===== src/rtl/hcr_pkg.sv =====
`default_nettype none

package hcr_pkg;

	localparam int RESP_W    = 49;
	localparam int ROW_W     = 12;
	localparam int COL_W     = 10;
	localparam int WIDTH_W   = 11;
	localparam int HEIGHT_W  = 13;
	localparam int CFG_W     = 13;
	localparam int CFG_IDX_W = 1;

	localparam logic [CFG_IDX_W-1:0] CFG_IMAGE_WIDTH  = 1'b0;
	localparam logic [CFG_IDX_W-1:0] CFG_IMAGE_HEIGHT = 1'b1;

	localparam logic [WIDTH_W-1:0]  WIDTH_RESET  = 11'd640;
	localparam logic [HEIGHT_W-1:0] HEIGHT_RESET = 13'd480;
	localparam int MIN_SIZE   = 5;
	localparam int MAX_HEIGHT = 4096;

	typedef struct packed {
		logic [7:0] pixel;
		logic       frame_start;
	} in_item_t;

	typedef struct packed {
		logic signed [RESP_W-1:0] response;
		logic [ROW_W-1:0]         row;
		logic [COL_W-1:0]         column;
		logic                     frame_end;
	} out_item_t;

	typedef struct packed {
		logic shift;
		logic ld_s2;
		logic ld_s3;
	} grad_ctl_t;

	typedef struct packed {
		logic shift;
		logic ld_s5;
		logic ld_s6;
		logic ld_s7;
		logic ld_s8;
	} blur_ctl_t;

endpackage

`default_nettype wire


===== src/rtl/hcr_blur.sv =====
`default_nettype none

module hcr_blur #(
	parameter int PIXEL_BITS = 8
) (
	input  logic                          clk,
	input  hcr_pkg::blur_ctl_t            ctl,
	input  logic [6*PIXEL_BITS+17:0]      row_a,
	input  logic [6*PIXEL_BITS+17:0]      row_b,
	input  logic [6*PIXEL_BITS+17:0]      row_c,
	output logic signed [hcr_pkg::RESP_W-1:0] response
);
	import hcr_pkg::*;

	localparam int PW = 2 * (PIXEL_BITS + 3);
	localparam int VW = PW + 2;
	localparam int SW = PW + 4;
	localparam int DW = 2 * SW;

	logic signed [PW-1:0] a_xx, a_yy, a_xy, b_xx, b_yy, b_xy, c_xx, c_yy, c_xy;
	logic signed [VW-1:0] vxx, vyy, vxy;
	logic signed [VW-1:0] vxx_s5, vyy_s5, vxy_s5;
	logic signed [VW-1:0] hxx1_q, hyy1_q, hxy1_q, hxx2_q, hyy2_q, hxy2_q;
	logic signed [SW-1:0] sxx, syy, sxy;
	logic signed [SW-1:0] sxx_s6, syy_s6, sxy_s6;
	logic signed [DW-1:0] pa_s7, pb_s7;
	logic signed [DW-1:0] det;
	logic signed [RESP_W-1:0] resp_s8;

	always_comb begin
		a_xx = $signed(row_a[3*PW-1:2*PW]);
		a_yy = $signed(row_a[2*PW-1:PW]);
		a_xy = $signed(row_a[PW-1:0]);
		b_xx = $signed(row_b[3*PW-1:2*PW]);
		b_yy = $signed(row_b[2*PW-1:PW]);
		b_xy = $signed(row_b[PW-1:0]);
		c_xx = $signed(row_c[3*PW-1:2*PW]);
		c_yy = $signed(row_c[2*PW-1:PW]);
		c_xy = $signed(row_c[PW-1:0]);
		vxx = VW'(a_xx) + (VW'(b_xx) <<< 1) + VW'(c_xx);
		vyy = VW'(a_yy) + (VW'(b_yy) <<< 1) + VW'(c_yy);
		vxy = VW'(a_xy) + (VW'(b_xy) <<< 1) + VW'(c_xy);
		// The blur is separable: vertical sums first, then across three columns.
		sxx = SW'(hxx2_q) + (SW'(hxx1_q) <<< 1) + SW'(vxx_s5);
		syy = SW'(hyy2_q) + (SW'(hyy1_q) <<< 1) + SW'(vyy_s5);
		sxy = SW'(hxy2_q) + (SW'(hxy1_q) <<< 1) + SW'(vxy_s5);
		det = pa_s7 - pb_s7;
	end

	always_ff @(posedge clk) begin
		if (ctl.ld_s5) begin
			vxx_s5 <= vxx;
			vyy_s5 <= vyy;
			vxy_s5 <= vxy;
		end
		if (ctl.shift) begin
			hxx1_q <= vxx_s5;
			hyy1_q <= vyy_s5;
			hxy1_q <= vxy_s5;
			hxx2_q <= hxx1_q;
			hyy2_q <= hyy1_q;
			hxy2_q <= hxy1_q;
		end
		if (ctl.ld_s6) begin
			sxx_s6 <= sxx;
			syy_s6 <= syy;
			sxy_s6 <= sxy;
		end
		if (ctl.ld_s7) begin
			pa_s7 <= DW'(sxx_s6) * DW'(syy_s6);
			pb_s7 <= DW'(sxy_s6) * DW'(sxy_s6);
		end
		if (ctl.ld_s8)
			resp_s8 <= det[RESP_W-1:0];
	end

	assign response = resp_s8;

endmodule

`default_nettype wire


===== config.mk =====
export PLATFORM = sky130hd
export DESIGN_NAME = hcr_blur
export DESIGN_NICKNAME = d
export VERILOG_FILES = /design/src/rtl/hcr_pkg.sv /design/src/rtl/hcr_blur.sv
export SDC_FILE = /design/constraint.sdc
export NUM_CORES = 2
export LEC_CHECK = 0
export BUFFER_PORTS_ARGS = -buffer_cell sky130_fd_sc_hd__buf_2
export CELL_PAD_IN_SITES_DETAIL_PLACEMENT = 1
export CELL_PAD_IN_SITES_GLOBAL_PLACEMENT = 2
export CORE_ASPECT_RATIO = 1.75
export CORE_MARGIN = 2
export CORE_UTILIZATION = 44
export CTS_BUF_LIST = sky130_fd_sc_hd__clkbuf_8
export CTS_CLUSTER_DIAMETER = 30
export CTS_CLUSTER_SIZE = 28
export DETAILED_ROUTE_END_ITERATION = 7
export PLACE_DENSITY_LB_ADDON = 0.1
export SYNTH_ARGS = -nofsm -noshare
export SYNTH_HDL_FRONTEND = slang
export SYNTH_SLANG_ARGS = --single-unit

===== constraint.sdc =====
create_clock -name clk -period 9.8 [get_ports clk]
set_input_delay 0.98 -clock clk [delete_from_list [all_inputs] [get_ports clk]]
set_output_delay 0.98 -clock clk [all_outputs]
set_load 0.02 [all_outputs]

# Yosys cells after proc, flatten, opt, wreduce, memory -nomap -nowiden
# Cells that the tools add are included.
[totals]
regBits = 441
latch_bits = 0
ram_bits = 0
rom_bits = 0
input_bits = 204
output_inout_bits = 49
word_cells = 30
memories = 0
[op_classes]
addsub = 13
mul = 2
div = 0
order_cmp = 0
eq_ne = 0
shifts = 0
mux = 0
bitwise = 0
reduce_logical = 0
[op_table]
columns = ["op", "count"]
rows = [
  ["26-bit by 26-bit multiplier with 49-bit output", 2],
  ["24-bit by 25-bit adder with 26-bit output", 3],
  ["26-bit by 24-bit adder with 26-bit output", 3],
  ["22-bit by 23-bit adder with 24-bit output", 3],
  ["24-bit by 22-bit adder with 24-bit output", 3],
  ["49-bit subtractor", 1],
]

# Logic depth before layout (Yosys ltp)
[logic_depth]
ltp_word = 2
depth_mapped = 29
depth_no_buf = 27

# Worst setup path before layout
# OpenSTA, ideal clock, no wires.
[synth_path]
path_kind = "register to register"
start = "register sxy_s6[25]"
end = "register pb_s7[48], data pin"
arrival_time_ns = 6.926
t_required_ns = 9.541
path_slack_ns = 2.614
path_stages_with_launch = 25
synth_period_minus_slack_ns = 7.186
cell_sequence = "edfxtp_1 > clkbuf_1 > clkbuf_1 > and2_1 > fa_1 > fa_1 > inv_1 > fa_1 > inv_1 > fa_1 > fa_1 > fa_1 > inv_1 > fa_1 > inv_1 > ha_1 > o21ai_0 > nand2b_1 > a31oi_1 > nand4_1 > a41oi_1 > o21ai_1 > a221o_1 > a21oi_1 > xnor2_1"
[synth_between]
elab_chain_len = 1
[synth_rtl]
columns = ["item", "line", "rtl"]
rows = [
  ["start: declaration", "hcr_blur.sv:25", "logic signed [SW-1:0] sxx_s6, syy_s6, sxy_s6;"],
  ["start signal: assignment", "hcr_blur.sv:67", "sxy_s6 <= sxy;"],
  ["26-bit by 26-bit multiplier with 49-bit output", "hcr_blur.sv:71", "pb_s7 <= DW'(sxy_s6) * DW'(sxy_s6);"],
  ["end signal: assignment", "hcr_blur.sv:71", ""],
  ["end: declaration", "hcr_blur.sv:26", "logic signed [DW-1:0] pa_s7, pb_s7;"],
]
# Every way passes these cells.
# A chain may end at the register's enable or synchronous reset.

# Worst setup path after layout
[layout_path]
start = "register sxy_s6[6]"
end = "register pb_s7[48], data pin"
# Same word-level chain as after synthesis.

==> flow_metrics.py <==
metrics = {
    "global_route": {
        "grtUsageMet2": 0.5591,
        "grt_util_all_layers": 0.2744,
        "globalRouteOverflowTotal": 0,
        "grt_antenna_before_repair": 4,
        "met1_usage": 0.2448,
        "grt_pass1_vias": 56834,
        "use_met3": 0.02025,
        "grt_most_used_layer": "met2",
        "first_pass_grt_wire_length_um": 328300,
        "grt_start_max_net_pins": 94,
    },
    "floorplanning": {
        "pin_count": 253,
        "initial_utilization": 0.4419,
        "floorplan.core_area_um2": 157400,
        "floorplan.rows": 193,
        "chipWidth_um": 304.6,
        "fp.dieH_um": 530.0,
        "fp.dieArea_um2": 161500,
    },
    "route": {
        "drt-total-wl_um": 212300,
        "dr.first_iter.drc_count": 1649,
        "number_of_vias_in_the_routed_layout": 47403,
        "final_antenna_net_count": 0,
        "via_cell_ratio": 5.241,
        "detail_route.wl_per_cell_um": 23.48,
        "remaining_drc_errors": 0,
        "drt_pass1_iterations": 5,
    },
    "yosys": {
        "postSynth.asyncResetShare": 0,
        "yosys.cell_types.count": 84,
        "yosysSeqAreaShare": 0.1899,
        "ys_warn_count": 0,
        "postSynthRegisterBits": 440,
        "number_of_enable_flip_flop_cells_after_synthesis": 440,
        "synth.net_count": 8822,
        "postSynthCellCount": 6682,
        "ys.flop_type": "sky130_fd_sc_hd__edfxtp_1",
        "average_instance_area_after_synthesis_um2": 10.41,
        "mappedNetlistArea_um2": 69580,
    },
    "clock_network": {
        "cts.reportedPaths.clkPinSlew_ns": 0.08,
        "setup_bufs_post_cts": 0,
        "cts-hold-fix-buffers": 0,
        "cts.htree.levels": 3,
        "cts_buffer_depth": 3,
        "numCtsBuffers": 84,
        "cts.root.buffer_cell": "sky130_fd_sc_hd__clkbuf_8",
        "ctsResizeCount": 0,
        "worstSkewPairLatency_ns": 0.82,
        "tritoncts_num_sinks": 440,
        "cts_tree": "built",
    },
    "critical_path": {
        "cp-end-kind": "register",
        "arrival_time_at_the_worst_endpoint_ns": 8.85,
        "critPathLaunchType": "register",
        "critical_path_peak_fanout": 19,
        "worst_r2r_path_depth": 24,
        "criticalPathCategory": "reg -> reg",
        "worstPathRequired_ns": 10.27,
    },
    "final_layout": {
        "final_layout_size_suffix_gt1_frac": 0.07580,
        "layout.cells.most_common_list": "sky130_fd_sc_hd__inv_1, sky130_fd_sc_hd__fa_1, sky130_fd_sc_hd__nand2_1",
        "final_cells": 9044,
        "layout_commonest_cell": "sky130_fd_sc_hd__inv_1",
        "layout-area-overhead-vs-synth_pct": 8.312,
        "layout.nets": 9061,
        "final_util": 0.4786,
    },
    "place": {
        "detailedPlacementHpwl_um": 181600,
        "pre_cts_slack_ns": 1.455,
        "place_inst": 8882,
        "place.gp.congestion": 0.9473,
        "port_buffers": 252,
    },
    "flow_run": {
        "max-cap-violations": 0,
    },
    "outcome": {
        "status": "finished, final reports clean",
    },
    "sta": {
        "setup_viol_count_final": 0,
        "rsz0062_at_grt": "no",
        "fin_ws_ns": 1.424,
        "final-hold-violation-count": 0,
        "max_slew.worst_pin.slew_ns": 1.150,
        "max_clock_freq_mhz": 119.4,
        "timing.final.crit_period_ns": 8.376,
        "timing.max_slew.rel_slack": 0.2334,
        "finalMaxSlewViolations": 0,
        "finalSetupTns_ns": 0,
        "clock-skew-final_ns": 0.09154,
        "layout_worst_path_cycle_share": 0.8547,
    },
    "worst_hold_path": {
        "min_path_cells": 2,
        "hold_class": "in -> reg",
    },
}
[cell usage after synthesis (18+ instances only)]
cell / n / area, um2
sky130_fd_sc_hd__ha_1: 479 / 5993
sky130_fd_sc_hd__nor3_1: 51 / 255.2
sky130_fd_sc_hd__nor2_1: 204 / 765.7
sky130_fd_sc_hd__a211oi_1: 22 / 165.2
sky130_fd_sc_hd__or3_1: 18 / 112.6
sky130_fd_sc_hd__and2_1: 405 / 2534
sky130_fd_sc_hd__edfxtp_1: 440 / 13210
sky130_fd_sc_hd__clkbuf_1: 184 / 690.7
sky130_fd_sc_hd__a21oi_1: 193 / 965.9
sky130_fd_sc_hd__inv_1: 1581 / 5934
sky130_fd_sc_hd__o21bai_1: 24 / 180.2
sky130_fd_sc_hd__and3_1: 24 / 150.1
sky130_fd_sc_hd__xor2_1: 68 / 595.6
sky130_fd_sc_hd__xnor2_1: 215 / 1883
sky130_fd_sc_hd__nand2b_1: 46 / 287.8
sky130_fd_sc_hd__o21ai_0: 116 / 580.6
sky130_fd_sc_hd__nand3_1: 46 / 230.2
sky130_fd_sc_hd__nand2_1: 685 / 2571
sky130_fd_sc_hd__o211ai_1: 21 / 157.7
sky130_fd_sc_hd__nand4_1: 19 / 118.9
sky130_fd_sc_hd__a21o_1: 100 / 750.7
sky130_fd_sc_hd__nor2b_1: 47 / 294.0
sky130_fd_sc_hd__a31oi_1: 25 / 156.4
sky130_fd_sc_hd__o21a_1: 48 / 360.4
sky130_fd_sc_hd__fa_1: 1457 / 29170
[stage by stage]
| stage | area [um2] | hold WS (ns) |
|---|---|---|
| after floorplan | 69580 | 0.4334 |
| after global placement | 73380 | 0.4665 |
| after detailed placement | 73380 | 0.4756 |
| after CTS | 75350 | 0.3439 |
| after global routing | 75360 | 0.3745 |
| final | 75360 | 0.4418 |
[routing by layer]
metal	share of wire	vias up
met3	0.019	557
met2	0.58	849
met5	0	-
met1	0.31	25045
li1	-	20952
met4	0.092	0
[layout make-up]
| cell class | instances | area, um2 |
|---|---|---|
| multi-input cells | 4470 | 49710 |
| clock inverters | 73 | 814.5 |
| clock buffers | 84 | 1156 |
| inverters | 1582 | 5938 |
| diodes | 5 | 12.51 |
| flip-flops and latches | 440 | 13210 |
| fillers | 17544 | 82090 |
| repair buffers | 343 | 1958 |
| well taps | 2047 | 2561 |
[flip-flops by register name, summed over array words and instances, names as in the netlist]
register	count
hxx1_q	24
hxx2_q	24
hxy1_q	24
hxy2_q	24
hyy1_q	24
hyy2_q	24
pa_s7	49
pb_s7	48
response	49
sxx_s6	26
sxy_s6	26
syy_s6	26
vxx_s5	24
vxy_s5	24
vyy_s5	24
[worst max-delay path, cell delays in order, from the launching register on]
cell and delay (ns):
sky130_fd_sc_hd__edfxtp_1 0.94, sky130_fd_sc_hd__buf_4 0.32, sky130_fd_sc_hd__nand2_1 0.11, sky130_fd_sc_hd__inv_1 0.12, sky130_fd_sc_hd__fa_1 0.47, sky130_fd_sc_hd__fa_1 0.75
sky130_fd_sc_hd__inv_1 0.29, sky130_fd_sc_hd__fa_1 0.55, sky130_fd_sc_hd__inv_1 0.05, sky130_fd_sc_hd__fa_1 0.48, sky130_fd_sc_hd__fa_1 0.51, sky130_fd_sc_hd__fa_1 0.50
sky130_fd_sc_hd__inv_1 0.05, sky130_fd_sc_hd__fa_1 0.47, sky130_fd_sc_hd__inv_1 0.04, sky130_fd_sc_hd__ha_1 0.20, sky130_fd_sc_hd__nor3_1 0.32, sky130_fd_sc_hd__o211ai_1 0.15
sky130_fd_sc_hd__a31oi_1 0.28, sky130_fd_sc_hd__nand4_1 0.20, sky130_fd_sc_hd__a41oi_1 0.43, sky130_fd_sc_hd__o21ai_1 0.18, sky130_fd_sc_hd__a221o_1 0.35, sky130_fd_sc_hd__a21oi_1 0.17
sky130_fd_sc_hd__xnor2_1 0.11
[path summary, 6_finish.rpt]
check            start        end  slack (ns)
max          sxy_s6[6]  pb_s7[48]        1.42
max reg2reg  sxy_s6[6]  pb_s7[48]        1.42
min reg2reg  hxx1_q[3]  hxx2_q[3]        0.45
min          row_c[22]  vyy_s5[0]        0.44
[cells by family (layout without fill, tap and decap cells)]
group / count (synthesis) / in the layout / share of synthesized area
and+or+nand+nor: 1580 / 1580 / 0.1091
xor gates and xnor gates: 283 / 283 / 0.03562
other: 0 / 5 / 0
DFF: 440 / 440 / 0.1899
adders and majority gates: 1936 / 1936 / 0.5054
buffers and inverters: 1772 / 2082 / 0.09569
AOI/OAI and AO/OA: 669 / 669 / 0.06404
muxes: 2 / 2 / 0.0003057
Power is not shown: default switching activity piles up to over one toggle a cycle in this logic, so the estimate is an artifact.
