## config.mk

```make
export PLATFORM = sky130hd
export DESIGN_NAME = hcr_grad
export DESIGN_NICKNAME = d
export VERILOG_FILES = /design/src/rtl/hcr_pkg.sv /design/src/rtl/hcr_grad.sv
export SDC_FILE = /design/constraint.sdc
export NUM_CORES = 1
export LEC_CHECK = 0
export BUFFER_PORTS_ARGS = -buffer_cell sky130_fd_sc_hd__buf_2
export CORE_UTILIZATION = 45
export CTS_CLUSTER_DIAMETER = 200
export DETAILED_ROUTE_END_ITERATION = 6
export PLACE_DENSITY = 0.69
export SLEW_MARGIN = 20
export SYNTH_ARGS = -nofsm -noshare
export SYNTH_HDL_FRONTEND = slang
export SYNTH_SLANG_ARGS = --single-unit
```

## constraint.sdc

```tcl
create_clock -name clk -period 7 [get_ports clk]
set_input_delay 0 -clock clk [delete_from_list [all_inputs] [get_ports clk]]
set_output_delay 0 -clock clk [all_outputs]
set_load 0.005 [all_outputs]
```

## src/rtl/hcr_pkg.sv

```systemverilog
`default_nettype none

package hcr_pkg;

	localparam int RESP_W    = 49;
	localparam int ROW_W     = 12;
	localparam int COL_W     = 10;
	localparam int WIDTH_W   = 11;
	localparam int HEIGHT_W  = 13;
	localparam int CFG_W     = 13;
	localparam int CFG_IDX_W = 1;

	localparam logic [CFG_IDX_W-1:0] CFG_IMAGE_WIDTH  = 1'b0;
	localparam logic [CFG_IDX_W-1:0] CFG_IMAGE_HEIGHT = 1'b1;

	localparam logic [WIDTH_W-1:0]  WIDTH_RESET  = 11'd640;
	localparam logic [HEIGHT_W-1:0] HEIGHT_RESET = 13'd480;
	localparam int MIN_SIZE   = 5;
	localparam int MAX_HEIGHT = 4096;

	typedef struct packed {
		logic [7:0] pixel;
		logic       frame_start;
	} in_item_t;

	typedef struct packed {
		logic signed [RESP_W-1:0] response;
		logic [ROW_W-1:0]         row;
		logic [COL_W-1:0]         column;
		logic                     frame_end;
	} out_item_t;

	typedef struct packed {
		logic shift;
		logic ld_s2;
		logic ld_s3;
	} grad_ctl_t;

	typedef struct packed {
		logic shift;
		logic ld_s5;
		logic ld_s6;
		logic ld_s7;
		logic ld_s8;
	} blur_ctl_t;

endpackage

`default_nettype wire

```

## src/rtl/hcr_grad.sv

```systemverilog
`default_nettype none

module hcr_grad #(
	parameter int PIXEL_BITS = 8
) (
	input  logic                          clk,
	input  hcr_pkg::grad_ctl_t            ctl,
	input  logic [PIXEL_BITS-1:0]         top,
	input  logic [PIXEL_BITS-1:0]         mid,
	input  logic [PIXEL_BITS-1:0]         bot,
	output logic signed [2*PIXEL_BITS+5:0] xx,
	output logic signed [2*PIXEL_BITS+5:0] yy,
	output logic signed [2*PIXEL_BITS+5:0] xy
);
	import hcr_pkg::*;

	localparam int GW = PIXEL_BITS + 3;
	localparam int PW = 2 * GW;

	logic [PIXEL_BITS-1:0] t1_q, m1_q, b1_q, t2_q, m2_q, b2_q;
	logic signed [GW-1:0]  et, em, eb, et1, eb1, et2, em2, eb2;
	logic signed [GW-1:0]  gx, gy;
	logic signed [GW-1:0]  gx_s2, gy_s2;
	logic signed [PW-1:0]  xx_s3, yy_s3, xy_s3;

	// Column c is the incoming one; the two registers hold columns c-1 and c-2.
	always_comb begin
		et  = $signed({3'b000, top});
		em  = $signed({3'b000, mid});
		eb  = $signed({3'b000, bot});
		et1 = $signed({3'b000, t1_q});
		eb1 = $signed({3'b000, b1_q});
		et2 = $signed({3'b000, t2_q});
		em2 = $signed({3'b000, m2_q});
		eb2 = $signed({3'b000, b2_q});
		gx  = (et2 - et) + ((em2 - em) <<< 1) + (eb2 - eb);
		gy  = (et2 + (et1 <<< 1) + et) - (eb2 + (eb1 <<< 1) + eb);
	end

	always_ff @(posedge clk) begin
		if (ctl.shift) begin
			t1_q <= top;
			m1_q <= mid;
			b1_q <= bot;
			t2_q <= t1_q;
			m2_q <= m1_q;
			b2_q <= b1_q;
		end
		if (ctl.ld_s2) begin
			gx_s2 <= gx;
			gy_s2 <= gy;
		end
		if (ctl.ld_s3) begin
			xx_s3 <= PW'(gx_s2) * PW'(gx_s2);
			yy_s3 <= PW'(gy_s2) * PW'(gy_s2);
			xy_s3 <= PW'(gx_s2) * PW'(gy_s2);
		end
	end

	assign xx = xx_s3;
	assign yy = yy_s3;
	assign xy = xy_s3;

endmodule

`default_nettype wire

```

======== Word level (Yosys, flattened, before mapping) ========
Index checks and enable logic that the tools add are counted.
storage, ports and cells
  bits in registers ....................... 136
  input port bits ......................... 28
operators by class
  $add $sub $neg .......................... 10
  $mul .................................... 3
operators with widths
  cell                                            number
  11-bit by 11-bit multiplier with 22-bit output  3
  8-bit by 8-bit subtractor with 9-bit output     3
  10-bit by 8-bit adder with 11-bit output        2
  8-bit by 9-bit adder with 10-bit output         2
  11-bit by 9-bit adder with 11-bit output        1
  9-bit by 10-bit adder with 11-bit output        1
  11-bit subtractor                               1

======== Longest topological paths before layout ========
Gate-level depths: netlist (run 1).
  depth after elaboration ................. 3
  depth in mapped cells ................... 22

======== Worst setup path after synthesis (run 1) ========
Ideal clock, no wire load.
  kind .................................... register to register
  start ................................... register gx_s2[10]
  end ..................................... register xy_s3[21] (netlist: xy[21]), data pin
  library setup time ...................... 266 ps
  data arrival time ....................... 5189 ps
  required time ........................... 6734 ps
  path slack .............................. 1545 ps
  stages on the path, launching flop included .. 19
  period minus slack after synthesis ...... 5455 ps
  cells stage by stage .................... edfxtp_1 -> clkbuf_1 -> clkbuf_1 -> nand2_1 -> fa_1 -> fa_1 -> fa_1 -> fa_1 -> fa_1 -> inv_1 -> ha_1 -> a21oi_1 -> nor2b_1 -> o21ai_0 -> o21a_1 -> o31ai_1 -> o41ai_2 -> mux2i_1 -> nand4_1
on the way
  cells in the longest elaborated chain, start to end .. 1
RTL lines
  element                                         line            source
  from (decl)                                     hcr_grad.sv:23  logic signed [GW-1:0] gx_s2, gy_s2;
  from (signal assigned)                          hcr_grad.sv:50  gx_s2 <= gx;
  11-bit by 11-bit multiplier with 22-bit output  hcr_grad.sv:56  xy_s3 <= PW'(gx_s2) * PW'(gy_s2);
  to (signal assigned)                            hcr_grad.sv:56
  to (decl)                                       hcr_grad.sv:24  logic signed [PW-1:0] xx_s3, yy_s3, xy_s3;
Every way passes these cells.
A chain may end at the register's enable or synchronous reset.

======== Worst setup path in the final report (run 1) ========
Same ends and word-level chain as after synthesis.

==> out/qor.json, run 1 <==
{
  "sta": {
    "hold_viol": 0,
    "rsz0062_at_grt": "false",
    "final.setup.worst_slack_ns": 1.00,
    "fin_hold_ws_ns": 0.0551,
    "tightest_slew_ns": 1.05,
    "fin_worst_skew_ns": 0.00831,
    "final.min_clock_period_ns": 6.00,
    "setup_violations": 0,
    "final_max_slew_violation_count": 0,
    "final_cycle_share_pct": 85.7,
    "relSlewSlack_pct": 30.0,
    "totalNegativeSetupSlack_ns": 0,
    "max_clock_freq_mhz": 167
  },
  "clocking": {
    "post_cts_sizing_count": 0,
    "cts.clk_slew.worst_paths_ns": 0.06,
    "post_cts.repair.setup_buffers": 0,
    "tritoncts": "done",
    "htree_num_levels": 4,
    "cts_hold_repair.buffers": 24,
    "cts.root.buffer_cell": "sky130_fd_sc_hd__clkbuf_16",
    "numCtsBuffers": 17,
    "clock_latency_ns": 0.49,
    "clkSinkCount": 134,
    "cts-root-to-sink-buffers": 2
  },
  "yosys": {
    "synth.cell_area_um2": 19500,
    "unique_masters_post_synth": 56,
    "ys_top_cells_by_area": "sky130_fd_sc_hd__fa_1 37%, sky130_fd_sc_hd__edfxtp_1 21%, sky130_fd_sc_hd__ha_1 12%",
    "number_of_synthesized_flops_with_an_enable_pin": 134,
    "yosysMostFrequentCell": "sky130_fd_sc_hd__inv_1",
    "synthesis.instances": 1900,
    "synth-warning-count": 0,
    "netlist.top_cell.by_area": "sky130_fd_sc_hd__fa_1",
    "synth.avg_cell_area_um2": 10.3,
    "synth_flop_cell": "sky130_fd_sc_hd__edfxtp_1",
    "synth_top_area_share_pct": 37.1,
    "synth_top_cells_by_count": "497 x sky130_fd_sc_hd__inv_1, 362 x sky130_fd_sc_hd__fa_1, 186 x sky130_fd_sc_hd__ha_1",
    "proportion_of_register_bits_with_asynchronous_set_or_reset_after_synthesis_pct": 0,
    "ys_ff_latch": 134,
    "synth_sequential_area_ratio_pct": 20.6
  },
  "floorplanning": {
    "boundaryPins": 94,
    "die_y_um": 210,
    "floorplan.rows": 75,
    "fp.dieArea_um2": 44300,
    "effective_utilization_at_floorplan_pct": 46.1,
    "core_region_area_um2": 42400,
    "die_width_um": 210
  },
  "routing": {
    "routedWlPerCell_um": 14.7,
    "routed-via-count": 12700,
    "detail_route.iter0.violations": 601,
    "detail_route.wirelength_um": 38100,
    "drt_pre_antenna_iters": 5,
    "routed-wl-met3_um": 1850,
    "top_layer": "met4",
    "met2WireLength_um": 19200,
    "wirelength_met1_um": 15900,
    "post_detailed_route_count_of_antenna_violating_nets": 0,
    "drc_errors": 0,
    "drt-vias-per-instance": 4.90
  },
  "status": {
    "run_status": "finished, final reports clean"
  },
  "global_routing": {
    "grt_antenna_before_repair": 0,
    "grt_start_max_net_pins": 65,
    "grt_pass1_wl_um": 65400,
    "gr-total-overflow": 0,
    "track_usage_pct": 19.0,
    "number_of_global_route_vias_before_repair": 13900
  },
  "finish": {
    "multi_input_comb_area_um2": 13500,
    "total_non_filler_cell_area_in_the_finished_layout_um2": 21400,
    "layout.area.seq_um2": 4020,
    "finish.net_count": 2573,
    "share_of_cells_above_drive_strength_1_pct": 7.16,
    "n_antenna_cell": 0,
    "synthToLayoutAreaGrowth_pct": 9.67,
    "fillCellCount": 3849
  },
  "critical_path": {
    "ff2ff_setup_slack_ns": 1.00,
    "reg2reg_to": "xy[21]$_DFFE_PP_",
    "critical_path.n_buffers_inverters": 1,
    "critical_path.most_common_cell": "sky130_fd_sc_hd__fa_1",
    "rr_startpoint": "gx_s2[10]$_DFFE_PP_",
    "timing.critical_path.arrival_ns": 6.23,
    "critical_path_cell_sequence": "nand2_1 -> fa_1 -> fa_1 -> fa_1 -> fa_1 -> fa_1 -> inv_1 -> ha_1 -> a21oi_1 -> nor2b_1 -> o21ai_0 -> o21a_1 -> o31ai_1 -> o41ai_2 -> mux2i_1 -> nand4_1",
    "worstSetupEndpointType": "flip-flop",
    "worstSetupPathType": "reg -> reg",
    "worstSetupStartpointType": "flip-flop",
    "critical_path_required_ns": 7.23,
    "critical_path.max_stage_delay_ns": 1.01,
    "timing.reg2reg.worst_path_depth": 16,
    "cp_top_family": "adder cells",
    "timing.critical_path.fanout_max": 32,
    "timing.critical_path.slowest_stage_cell": "sky130_fd_sc_hd__edfxtp_1"
  },
  "placement": {
    "placement.io_buffers": 91,
    "routabilityCongestion": 0.846,
    "hpwlAfterDp_um": 30300,
    "placement.cell_area_um2": 20600,
    "detailedPlace.worstSlack_ns": 1.00
  },
  "job": {
    "timing.max_cap.violations": 0
  },
  "min_path": {
    "worst_hold_path.endpoint": "gx_s2[9]$_DFFE_PP_",
    "hold_path_class": "in -> reg",
    "hold-path-cell-count": 1,
    "hold_path_startpoint": "ctl[1]"
  }
}
[kinds of logic (layout without fill, tap and decap cells)]
group | Yosys count | after routing | synth area share (%)
mux | 1 | 1 | 0.0512
simple gates | 396 | 396 | 9.26
xor+xnor | 114 | 114 | 5.11
compound gates | 159 | 159 | 5.47
other cells | 1 | 2 | 0.0192
buf+inv | 547 | 656 | 10.5
flops | 134 | 134 | 20.6
fa+ha+maj | 548 | 548 | 49.0
[through the flow]
stage	cells	utilization, %
4_1_cts	2587	50.5
2_1_floorplan	1901	-
3_3_place_gp	2531	48.6
3_5_place_dp	2531	48.6
5_1_grt	2587	50.5
6_report	2587	50.5
[area by class of cell]
| class | count | area share (%) |
|---|---|---|
| Clock inverter | 13 | 0.683 |
| Inverter | 499 | 8.74 |
| Timing Repair Buffer | 125 | 3.61 |
| Sequential cell | 134 | 18.8 |
| Clock buffer | 19 | 2.02 |
| Tap cell | 577 | 3.37 |
| Multi-Input combinational cell | 1220 | 62.8 |
[state kept, by name, summed over array words and instances (netlist names)]
| register | flops |
|---|---|
| t1_q | 8 |
| m1_q | 8 |
| t2_q | 8 |
| gx_s2 | 11 |
| yy | 21 |
| b1_q | 8 |
| xy | 22 |
| m2_q | 8 |
| b2_q | 8 |
| xx | 21 |
| gy_s2 | 11 |
[worst max-delay path by stage]
stage,startpoint,to,slack [ns],cells after the start
final,gx_s2[10]$_DFFE_PP_,xy[21]$_DFFE_PP_,1.00,16
after global routing,gx_s2[10]$_DFFE_PP_,xy[21]$_DFFE_PP_,0.55,16
after CTS,gx_s2[10]$_DFFE_PP_,xy[21]$_DFFE_PP_,1.0,16
after detailed placement,gx_s2[10]$_DFFE_PP_,xy[21]$_DFFE_PP_,1.00,16
after global placement,gx_s2[10]$_DFFE_PP_,xy[21]$_DFFE_PP_,1.08,16
after floorplan,gx_s2[10]$_DFFE_PP_,xy[21]$_DFFE_PP_,1.55,18
[layer usage]
| layer | up-vias | global-route usage [%] |
|---|---|---|
| met3 | 61 | 3.31 |
| met1 | 6360 | 23.6 |
| met4 | 0 | 8.15 |
| li1 | 5977 | - |
| met2 | 273 | 32.8 |
| met5 | - | 0 |
[placed cells by master (no fill, tap or decap), types with 18 or more instances in the layout]
cell | netlist | layout
sky130_fd_sc_hd__inv_1 | 497 | 497
sky130_fd_sc_hd__fa_1 | 362 | 362
sky130_fd_sc_hd__ha_1 | 186 | 186
sky130_fd_sc_hd__nand2_1 | 171 | 171
sky130_fd_sc_hd__edfxtp_1 | 134 | 134
sky130_fd_sc_hd__xnor2_1 | 100 | 100
sky130_fd_sc_hd__buf_2 | 0 | 90
sky130_fd_sc_hd__nor2_1 | 84 | 84
sky130_fd_sc_hd__and2_1 | 59 | 59
sky130_fd_sc_hd__a21oi_1 | 57 | 57
sky130_fd_sc_hd__dlygate4sd3_1 | 0 | 24
sky130_fd_sc_hd__o21ai_0 | 19 | 19
sky130_fd_sc_hd__nor3_1 | 19 | 19
sky130_fd_sc_hd__nor2b_1 | 18 | 18
[worst reg2reg max path, delay by kind of cell (launching register included)]
kind | cells | cell delay (ns)
AOI/OAI and AO/OA | 5 | 0.91
adders and majority gates | 6 | 3.13
buffers and inverters | 1 | 0.04
DFF | 1 | 1.01
muxes | 1 | 0.23
and+or+nand+nor | 3 | 0.44
Power of run 1 is left out: the tool's default activity adds up to more than one toggle a clock period on the data nets, which glitch-free logic cannot reach.
==> run 2, diff against run 1 <==
--- a/config.mk
+++ b/config.mk
@@ -6,9 +6,12 @@
 export NUM_CORES = 1
 export LEC_CHECK = 0
 export BUFFER_PORTS_ARGS = -buffer_cell sky130_fd_sc_hd__buf_2
+export CAP_MARGIN = 20
 export CORE_UTILIZATION = 45
+export CTS_BUF_LIST = sky130_fd_sc_hd__clkbuf_4 sky130_fd_sc_hd__clkbuf_8
 export CTS_CLUSTER_DIAMETER = 200
 export DETAILED_ROUTE_END_ITERATION = 6
+export GPL_ROUTABILITY_DRIVEN = 0
 export PLACE_DENSITY = 0.69
 export SLEW_MARGIN = 20
 export SYNTH_ARGS = -nofsm -noshare
==> run 2 against run 1 <==
  * Register-to-register slack better by 0.02 ns
  * Final cell count about the same
  * Via count about the same
  * Critical path depth unchanged
  * Global-route usage down 0.098 points
  * Clock skew up 0.0084 ns
  * Utilization down 0.41 points
==> out/qor.json, run 2 (synthesis gave the netlist of run 1 again) <==
{
  "floorplanning": {
    "floorplan.rows": {"value": 75, "change": "unchanged"},
    "boundaryPins": {"value": 94, "change": "unchanged"},
    "die_y": {"value": 210, "unit": "um", "change": "unchanged"},
    "die_width": {"value": 210, "unit": "um", "change": "unchanged"},
    "effective_utilization_at_floorplan": {"value": 46.1, "unit": "%", "change": "unchanged"},
    "core_region_area": {"value": 42400, "unit": "um2", "change": "unchanged"},
    "fp.dieArea": {"value": 44300, "unit": "um2", "change": "unchanged"}
  },
  "routing": {
    "detail_route.iter0.violations": {"value": 549, "change": "-8.7%"},
    "routedWlPerCell": {"value": 14.6, "unit": "um", "change": "-0.60%"},
    "drt-vias-per-instance": {"value": 4.89, "change": "about the same"},
    "routed-via-count": {"value": 12700, "change": "-0.055%"},
    "post_detailed_route_count_of_antenna_violating_nets": {"value": 0, "change": "unchanged"},
    "drt_pre_antenna_iters": {"value": 5, "change": "unchanged"},
    "drc_errors": {"value": 0, "change": "unchanged"},
    "detail_route.wirelength": {"value": 37900, "unit": "um", "change": "-0.56%"}
  },
  "sta": {
    "totalNegativeSetupSlack": {"value": 0, "unit": "ns", "change": "unchanged"},
    "final_max_slew_violation_count": {"value": 0, "change": "unchanged"},
    "tightest_slew": {"value": 1.04, "unit": "ns", "change": "-0.00836 ns"},
    "rsz0062_at_grt": "false",
    "setup_violations": {"value": 0, "change": "unchanged"},
    "final.min_clock_period": {"value": 5.98, "unit": "ns", "change": "-0.0170 ns"},
    "final_cycle_share": {"value": 85.5, "unit": "%", "change": "-0.24 points"},
    "fin_worst_skew": {"value": 0.0167, "unit": "ns", "change": "+0.00840 ns"},
    "hold_viol": {"value": 0, "change": "unchanged"},
    "max_clock_freq": {"value": 167, "unit": "MHz", "change": "+0.28%"},
    "relSlewSlack": {"value": 30.6, "unit": "%", "change": "+0.56 points"}
  },
  "finish": {
    "n_antenna_cell": {"value": 0, "change": "unchanged"},
    "share_of_cells_above_drive_strength_1": {"value": 7.26, "unit": "%", "change": "+0.096 points"},
    "final_cell_mix": "497 x sky130_fd_sc_hd__inv_1, 362 x sky130_fd_sc_hd__fa_1, 186 x sky130_fd_sc_hd__ha_1",
    "fillCellCount": {"value": 3865, "change": "+0.42%"},
    "synthToLayoutAreaGrowth_pct": 8.78,
    "mostFrequentLayoutCell": "sky130_fd_sc_hd__inv_1",
    "finish.net_count": {"value": 2574, "change": "+0.039%"},
    "largest_register_ffs": {"value": 22, "change": "unchanged"}
  },
  "critical_path": {
    "worstSetupEndpointType": "flip-flop",
    "cp_top_family": "adder cells",
    "worstSetupStartpointType": "flip-flop",
    "timing.critical_path.arrival": {"value": 6.30, "unit": "ns", "change": "+0.07 ns"},
    "critical_path.most_common_cell": "sky130_fd_sc_hd__fa_1",
    "timing.critical_path.fanout_max": {"value": 32, "change": "unchanged"},
    "critical_path_required": {"value": 7.32, "unit": "ns", "change": "+0.09 ns"},
    "timing.critical_path.slowest_stage_cell": "sky130_fd_sc_hd__edfxtp_1",
    "worstSetupPathType": "reg -> reg",
    "critical_path_cell_sequence": "nand2_1 -> fa_1 -> fa_1 -> fa_1 -> fa_1 -> fa_1 -> inv_1 -> ha_1 -> a21oi_1 -> nor2b_1 -> o21ai_0 -> o21a_1 -> o31ai_1 -> o41ai_2 -> mux2i_1 -> nand4_1",
    "critical_path.n_buffers_inverters": {"value": 1, "change": "unchanged"},
    "critical_path.max_stage_delay": {"value": 1.02, "unit": "ns", "change": "about the same"}
  },
  "clocking": {
    "tritoncts": "done",
    "cts-root-to-sink-buffers": {"value": 2, "change": "unchanged"},
    "clkSinkCount": {"value": 134, "change": "unchanged"},
    "cts.clk_slew.worst_paths": {"value": 0.09, "unit": "ns", "change": "+0.03 ns"},
    "post_cts.repair.setup_buffers": {"value": 0, "change": "unchanged"},
    "post_cts_sizing_count": {"value": 0, "change": "unchanged"},
    "clock_latency": {"value": 0.57, "unit": "ns", "change": "+0.08 ns"},
    "htree_num_levels": {"value": 4, "change": "unchanged"},
    "cts.root.buffer_cell": "sky130_fd_sc_hd__clkbuf_8",
    "numCtsBuffers": {"value": 17, "change": "unchanged"}
  },
  "global_routing": {
    "track_usage": {"value": 18.9, "unit": "%", "change": "-0.098 points"},
    "grt_antenna_before_repair": {"value": 0, "change": "unchanged"},
    "number_of_global_route_vias_before_repair": {"value": 13900, "change": "-0.11%"},
    "grt_start_max_net_pins": {"value": 65, "change": "unchanged"},
    "gr-total-overflow": {"value": 0, "change": "unchanged"},
    "grt_pass1_wl": {"value": 65200, "unit": "um", "change": "-0.39%"}
  },
  "job": {
    "timing.max_cap.violations": {"value": 0, "change": "unchanged"}
  },
  "placement": {
    "placement.io_buffers": {"value": 91, "change": "unchanged"},
    "hpwlAfterDp": {"value": 30300, "unit": "um", "change": "unchanged"}
  },
  "min_path": {
    "hold_path_class": "in -> reg"
  },
  "status": {
    "run_status": "finished, final reports clean"
  }
}
## run 2: final timing paths
path | from | to | slack, ns | cells past startpoint
worst max-delay path | gx_s2[10]$_DFFE_PP_ | xy[21]$_DFFE_PP_ | 1.02 | 16
worst min register to register | m1_q[7]$_DFFE_PP_ | m2_q[7]$_DFFE_PP_ | 0.42 | 0
worst max register to register | gx_s2[10]$_DFFE_PP_ | xy[21]$_DFFE_PP_ | 1.02 | 16
worst min-delay path | ctl[0] | yy[5]$_DFFE_PP_ | 0.09 | 1
## run 2: layer usage
metal  global-route usage [%]  vias up  wire [um]
met5                        0        -          0
met4                     8.27        0       1160
met3                     3.47       63       2000
met2                     32.3      292      19000
met1                     23.6     6341      15700
li1                         -     5968          -
## run 2: metrics by stage
stage / cells / instance area [um2] / hold slack (ns) / setup slack, ns / util, %
3_5_place_dp: 2531 / 20600 / 0.195 / 1.00 / 48.6
5_1_grt: 2588 / 21300 / 0.123 / 0.549 / 50.1
2_1_floorplan: 1901 / 19600 / 0.0989 / 1.55 / -
3_3_place_gp: 2531 / 20600 / 0.194 / 1.08 / 48.6
4_1_cts: 2588 / 21300 / 0.0575 / 0.995 / 50.1
6_report: 2588 / 21300 / 0.0863 / 1.02 / 50.1
## run 2: cell type report
cell class	count	area, um2	area share [%]
Clock buffer	19	249	1.17
Clock inverter	13	146	0.688
Inverter	499	1870	8.81
Multi-Input combinational cell	1220	13500	63.3
Sequential cell	134	4020	18.9
Timing Repair Buffer	126	783	3.68
Tap cell	577	722	3.39
## run 2: timing repair
action / in CTS / in global routing
setup endpoints to repair: 0 / 0
hold buffers: 25 / 0
endpoints found under the hold margin: 47 / 0
Power of run 2 is left out for the same reason.
